<file path="src/design/fhd_pkg.sv">
// ---------------------------------------------------------------------------
// Fire heat diffusion package
// Types, codes, sizes and the pen table shared by the design.
// ---------------------------------------------------------------------------
package fhd_pkg;

  localparam int COLUMNS_DEF        = 53;
  localparam int ROWS_DEF           = 12;
  localparam int HEAT_FRAC_BITS_DEF = 8;

  localparam int CELL_W = 9;
  localparam int IDX_W  = 3;

  localparam logic [1:0] OP_ROW   = 2'd0;
  localparam logic [1:0] OP_CLEAR = 2'd1;
  localparam logic [1:0] OP_SEED  = 2'd2;

  localparam logic [IDX_W-1:0] REG_HOT   = 3'd0;
  localparam logic [IDX_W-1:0] REG_WARM  = 3'd1;
  localparam logic [IDX_W-1:0] REG_EMBER = 3'd2;
  localparam logic [IDX_W-1:0] REG_SMOKE = 3'd3;
  localparam logic [IDX_W-1:0] REG_DECAY = 3'd4;
  localparam logic [IDX_W-1:0] REG_SEED  = 3'd5;

  localparam logic [2:0] LVL_BLACK = 3'd0;
  localparam logic [2:0] LVL_HOT   = 3'd1;
  localparam logic [2:0] LVL_WARM  = 3'd2;
  localparam logic [2:0] LVL_EMBER = 3'd3;
  localparam logic [2:0] LVL_SMOKE = 3'd4;

  typedef struct packed {
    logic [1:0] op;
    logic [3:0] row_index;
    logic [5:0] seed_position;
  } in_item_t;

  typedef struct packed {
    logic [5:0]  column;
    logic [3:0]  line;
    logic [2:0]  color_level;
    logic [23:0] pixel_rgb;
    logic        last_in_row;
  } out_item_t;

  typedef struct packed {
    logic shift;
    logic clear;
    logic load;
  } cell_ctrl_t;

  function automatic logic [23:0] pen_rgb(input logic [2:0] lvl);
    logic [23:0] pen;
    case (lvl)
      LVL_HOT:   pen = 24'hFFFFB4;
      LVL_WARM:  pen = 24'hDCA000;
      LVL_EMBER: pen = 24'hB43200;
      LVL_SMOKE: pen = 24'h282828;
      default:   pen = 24'h000000;
    endcase
    return pen;
  endfunction

endpackage

</file>
<file path="src/design/fhd_cell.sv">
// ---------------------------------------------------------------------------
// Fire heat diffusion cell
// One heat cell of a row chain: clear, load or take the neighbor's value.
// ---------------------------------------------------------------------------
module fhd_cell (
  input  logic                          clk,
  input  logic                          rst,
  input  fhd_pkg::cell_ctrl_t           ctrl,
  input  logic [fhd_pkg::CELL_W-1:0]    shift_in,
  input  logic [fhd_pkg::CELL_W-1:0]    load_value,
  output logic [fhd_pkg::CELL_W-1:0]    q
);

  always_ff @(posedge clk) begin
    if (rst) begin
      q <= '0;
    end else if (ctrl.clear) begin
      q <= '0;
    end else if (ctrl.load) begin
      q <= load_value;
    end else if (ctrl.shift) begin
      q <= shift_in;
    end
  end

endmodule

</file>
<file path="config.mk">
export PLATFORM = sky130hd
export DESIGN_NAME = fhd_cell
export DESIGN_NICKNAME = d
export VERILOG_FILES = /design/src/design/fhd_pkg.sv /design/src/design/fhd_cell.sv
export SDC_FILE = /design/constraint.sdc
export NUM_CORES = 1
export LEC_CHECK = 0
export CAP_MARGIN = 15
export CORE_AREA = 8 8 45 47
export CTS_BUF_LIST = sky130_fd_sc_hd__clkbuf_8
export CTS_CLUSTER_DIAMETER = 30
export DETAILED_ROUTE_END_ITERATION = 10
export DIE_AREA = 0 0 53 55
export DONT_BUFFER_PORTS = 1
export SLEW_MARGIN = 20
export SYNTH_ARGS = -nofsm -noshare
export SYNTH_HDL_FRONTEND = slang
export SYNTH_SLANG_ARGS = --single-unit
</file>
<file path="constraint.sdc">
create_clock -name clk -period 2.5 [get_ports clk]
set_clock_uncertainty 0.05 [all_clocks]
set_input_delay 0.5 -clock clk [delete_from_list [all_inputs] [get_ports clk]]
set_output_delay 0.5 -clock clk [all_outputs]
set_load 0.005 [all_outputs]
</file>
Word-level counts from Yosys, hierarchy flattened --
Cells that the tools add are included.
Cells by class: mux-type cells 2, reduce and logical (&&, ||, !) cells 2
Operators with widths (number):
- $mux W9 | 2
- $reduce_bool A2 Y1 | 1
- $reduce_or A2 Y1 | 1
Word-level totals: register bits 9, bits of input ports 23, output and inout port bits 9, logic and storage cells 5

Logic depth before layout (Yosys ltp) --
depth after elaboration 2, gate-level depth with buffers 3, gate-level depth less buffers 2

Worst setup path after synthesis --
No wires, ideal clock.
path type input port to flip-flop, start input ctrl[2] in the netlist's numbering, end register q[0] in the netlist's numbering, setup time 116 ps, arrival 1119 ps, data required time 2334 ps, slack 1215 ps, cell stages on the path 3, buffers on the path 1, path through buf_6 > mux2_4 > o211a_1
On the way: word-level cells in the longest chain between the ends 1
RTL lines:
- from (decl) | RTL line fhd_cell.sv:8 | input fhd_pkg::cell_ctrl_t ctrl,
- $reduce_bool A2 Y1 (no source line)
- to (signal assigned) | RTL line fhd_cell.sv:20 | q <= load_value;
- to (signal assigned) | RTL line fhd_cell.sv:22 | q <= shift_in;
- to (decl) | RTL line fhd_cell.sv:11 | output logic [fhd_pkg::CELL_W-1:0] q
Every way passes these cells. A chain may end at the register's enable or synchronous reset.

Worst setup path after layout --
start register q[5] in the netlist's numbering, end output q[5] in the netlist's numbering
No word-level cell between the ends.

==> metrics.md <==
| Metric | Value |
|---|---|
| Worst Hold Class | `in2reg` |
| Reg-to-reg setup timing slack | `1550 ps` |
| Most frequent cells in the layout | `mux2_4, nand2b_1, o211a_1, dfxtp_1, clkbuf_8` |
| WP depth | `0` |
| Postcts setup bufs | `0` |
| Gpl congestion | `roughly 0.69` |
| Fraction of layout cells with a size suffix above 1 | `0.293` |
| Flip-flop count of the largest register after layout | `9` |
| Fillers | `148` |
| Die Y | `between 50 and 60 um` |
| DRT iter0 DRCs | `8` |
| Per-cell routed wire length | `about 21 um` |
| Fin crit share | `0.456` |
| Pin slew with the least headroom to its limit | `a little over 600 ps` |
| Fin Setup TNS | `0 ps` |
| Die width | `approximately 53 um` |
| Critical path startpoint category | `register` |
| Hold-fix buffers at CTS | `0` |
| Syn Area/Cell | `about 12 um2` |
| Synthesis warning total | `0` |
| Area growth syn-to-layout | `10.1%` |
| Initial Util | `0.348` |
| Synth Instances | `39` |
| Largest Register | `q` |
| Critical Path Sink Type | `primary output` |
| Yosys reg bits | `9` |
| Placeable core area | `around 1400 um2` |
| Core Rows | `14` |
| Buffers added on ports | `0` |
| Total GRT Usage | `0.0865` |
| Diodes inserted | `0` |
| Total Die Area | `2920 um2` |
| Min cycle time layout | `approximately 1100 ps` |
| Largest cells by area after synthesis | `dfxtp_1, mux2_4, o211a_1` |
| Critical Path End | `q[5]` |
| Resize count post-CTS | `0` |
| Final hold vios | `0` |
| Yosys cell types | `7` |
| Clk Latency, worst-skew pair | `roughly 230 ps` |
| CTS tree | `built` |
| Vias | `roughly 320` |
| R2R depth | `2` |
| Largest net degree at the start of global routing | `19` |
| Worst R2R End | `q[7]` |
| Top Registers | `q: 9 flops` |
| Grt total ovfl | `0` |
| Final worst slack | `about 1400 ps` |
| Largest area contributor in the netlist | `dfxtp_1` |
| Number of antenna violations at the first check in global routing | `0` |
| Pre-CTS setup slack | `between 1000 and 1500 ps` |
| Crit path arrival time | `590 ps` |
| Detail Route Antenna Nets | `0` |
| Final setup fails | `0` |
| Critical setup path kind | `reg2out` |
| Io pins | `32` |
| Vias in the first global route | `357` |
| Crit Path Max Fanout | `2` |
| Part of the power in combinational logic | `0.096` |
| H-Tree Level Count | `1` |
| Residual DRC | `0` |
| Count of pins over their slew limit | `0` |
| CTS sink cnt | `9` |
| Global-route wire length before repair | `around 1.7 mm` |
| Drt via density | `~5.6` |
| Clock network power share | `0.464` |
| Yosys top cell area share | `0.374` |
| Detailed Routing Iterations Pass 1 | `4` |
| MaxCap Viol Count | `0` |
| Post-Syn Area | `between 400 and 500 um2` |
| Root buf cell | `clkbuf_8` |
| Routed Wire Length | `approximately 1.2 mm` |
| Status | `finished, final reports clean` |
| Fmax | `877 MHz` |
| Sequential power share | `0.440` |
| Slew Limit Headroom | `0.585` |
| Clk pin slew, worst setup/hold paths | `40 ps` |
| Reg-to-reg startpoint | `q[7]` |
| Cts bufs inserted | `3` |
| Post-synthesis sequential area ratio | `0.374` |
| Synthesized net count | `just over 60` |
| Net switching power | `between 0.07 and 0.08 mW` |
| Sw frac | `0.204` |
| Peak VDD IR | `approximately 0.28 mV` |
| P_leak | `between 0.3 and 0.4 nW` |
| PwrDens | `about 670 nW/um2` |
| Int Pwr | `0.284 mW` |
| Max Root-Sink Buffers | `2` |
| RSZ-0062 raised after global routing | `no` |
| Crit path launch | `q[5]` |
| Worst path required time | `a little under 2000 ps` |
| Fin nets | `65` |
through the flow:
step	instance area (um2)	hold WS (ps)	power, mW	instances	utilization
floorplan	482	553	0.196	39	-
global placement	485	580	0.192	53	0.351
detailed placement	485	578	0.194	53	0.351
CTS	531	368	0.364	57	0.383
global route	531	370	0.377	57	0.383
finish	531	373	0.356	57	0.383
logic make-up (layout without fill, tap and decap cells):
group / after synthesis / in the layout / share of synthesized area
compound gates: 9 / 9 / 0.187
buf+inv: 2 / 4 / 0.0338
flops: 9 / 9 / 0.374
mux: 9 / 9 / 0.281
simple gates: 10 / 10 / 0.125
Yosys cell counts (all sizes together):
library cell and n:
dfxtp 9, mux2 9, nand2b 9, o211a 9, buf 2, nor2 1
area by class of cell:
class	count	area, um2	area share
clock buffers	3	41.3	0.0778
clock inverters	1	3.75	0.00708
flip-flops and latches	9	180	0.340
well taps	16	20.0	0.0377
multi-input cells	28	285	0.538
worst min path at each step:
stage / startpoint / endpoint / slack (ps) / cells past startpoint
after global placement: q[8] / q[8] / 580 / 2
after global routing: ctrl[0] / q[6] / 370 / 1
final: ctrl[0] / q[6] / 370 / 1
after CTS: ctrl[0] / q[6] / 370 / 1
after detailed placement: q[4] / q[4] / 580 / 2
after floorplan: q[0] / q[0] / 550 / 2
power by group through the flow:
| stage | logic [mW] | clock network [mW] | registers, mW |
|---|---|---|---|
| after floorplan | 0.0379 | 0 | 0.158 |
| after global placement | 0.0327 | 0 | 0.160 |
| after detailed placement | 0.0345 | 0 | 0.160 |
| after CTS | 0.0347 | 0.172 | 0.157 |
| after global routing | 0.0375 | 0.182 | 0.158 |
| final | 0.0343 | 0.165 | 0.157 |
routing by layer:
| layer | up-vias | share of wire | GRT usage |
|---|---|---|---|
| met5 | - | 0 | 0 |
| met4 | 0 | 0.023 | 0.0647 |
| met3 | 3 | 0.14 | 0.0535 |
| met2 | 18 | 0.48 | 0.135 |
| met1 | 155 | 0.36 | 0.0824 |
| li1 | 145 | - | - |
Note: power is estimated with default switching activity, not from simulation.
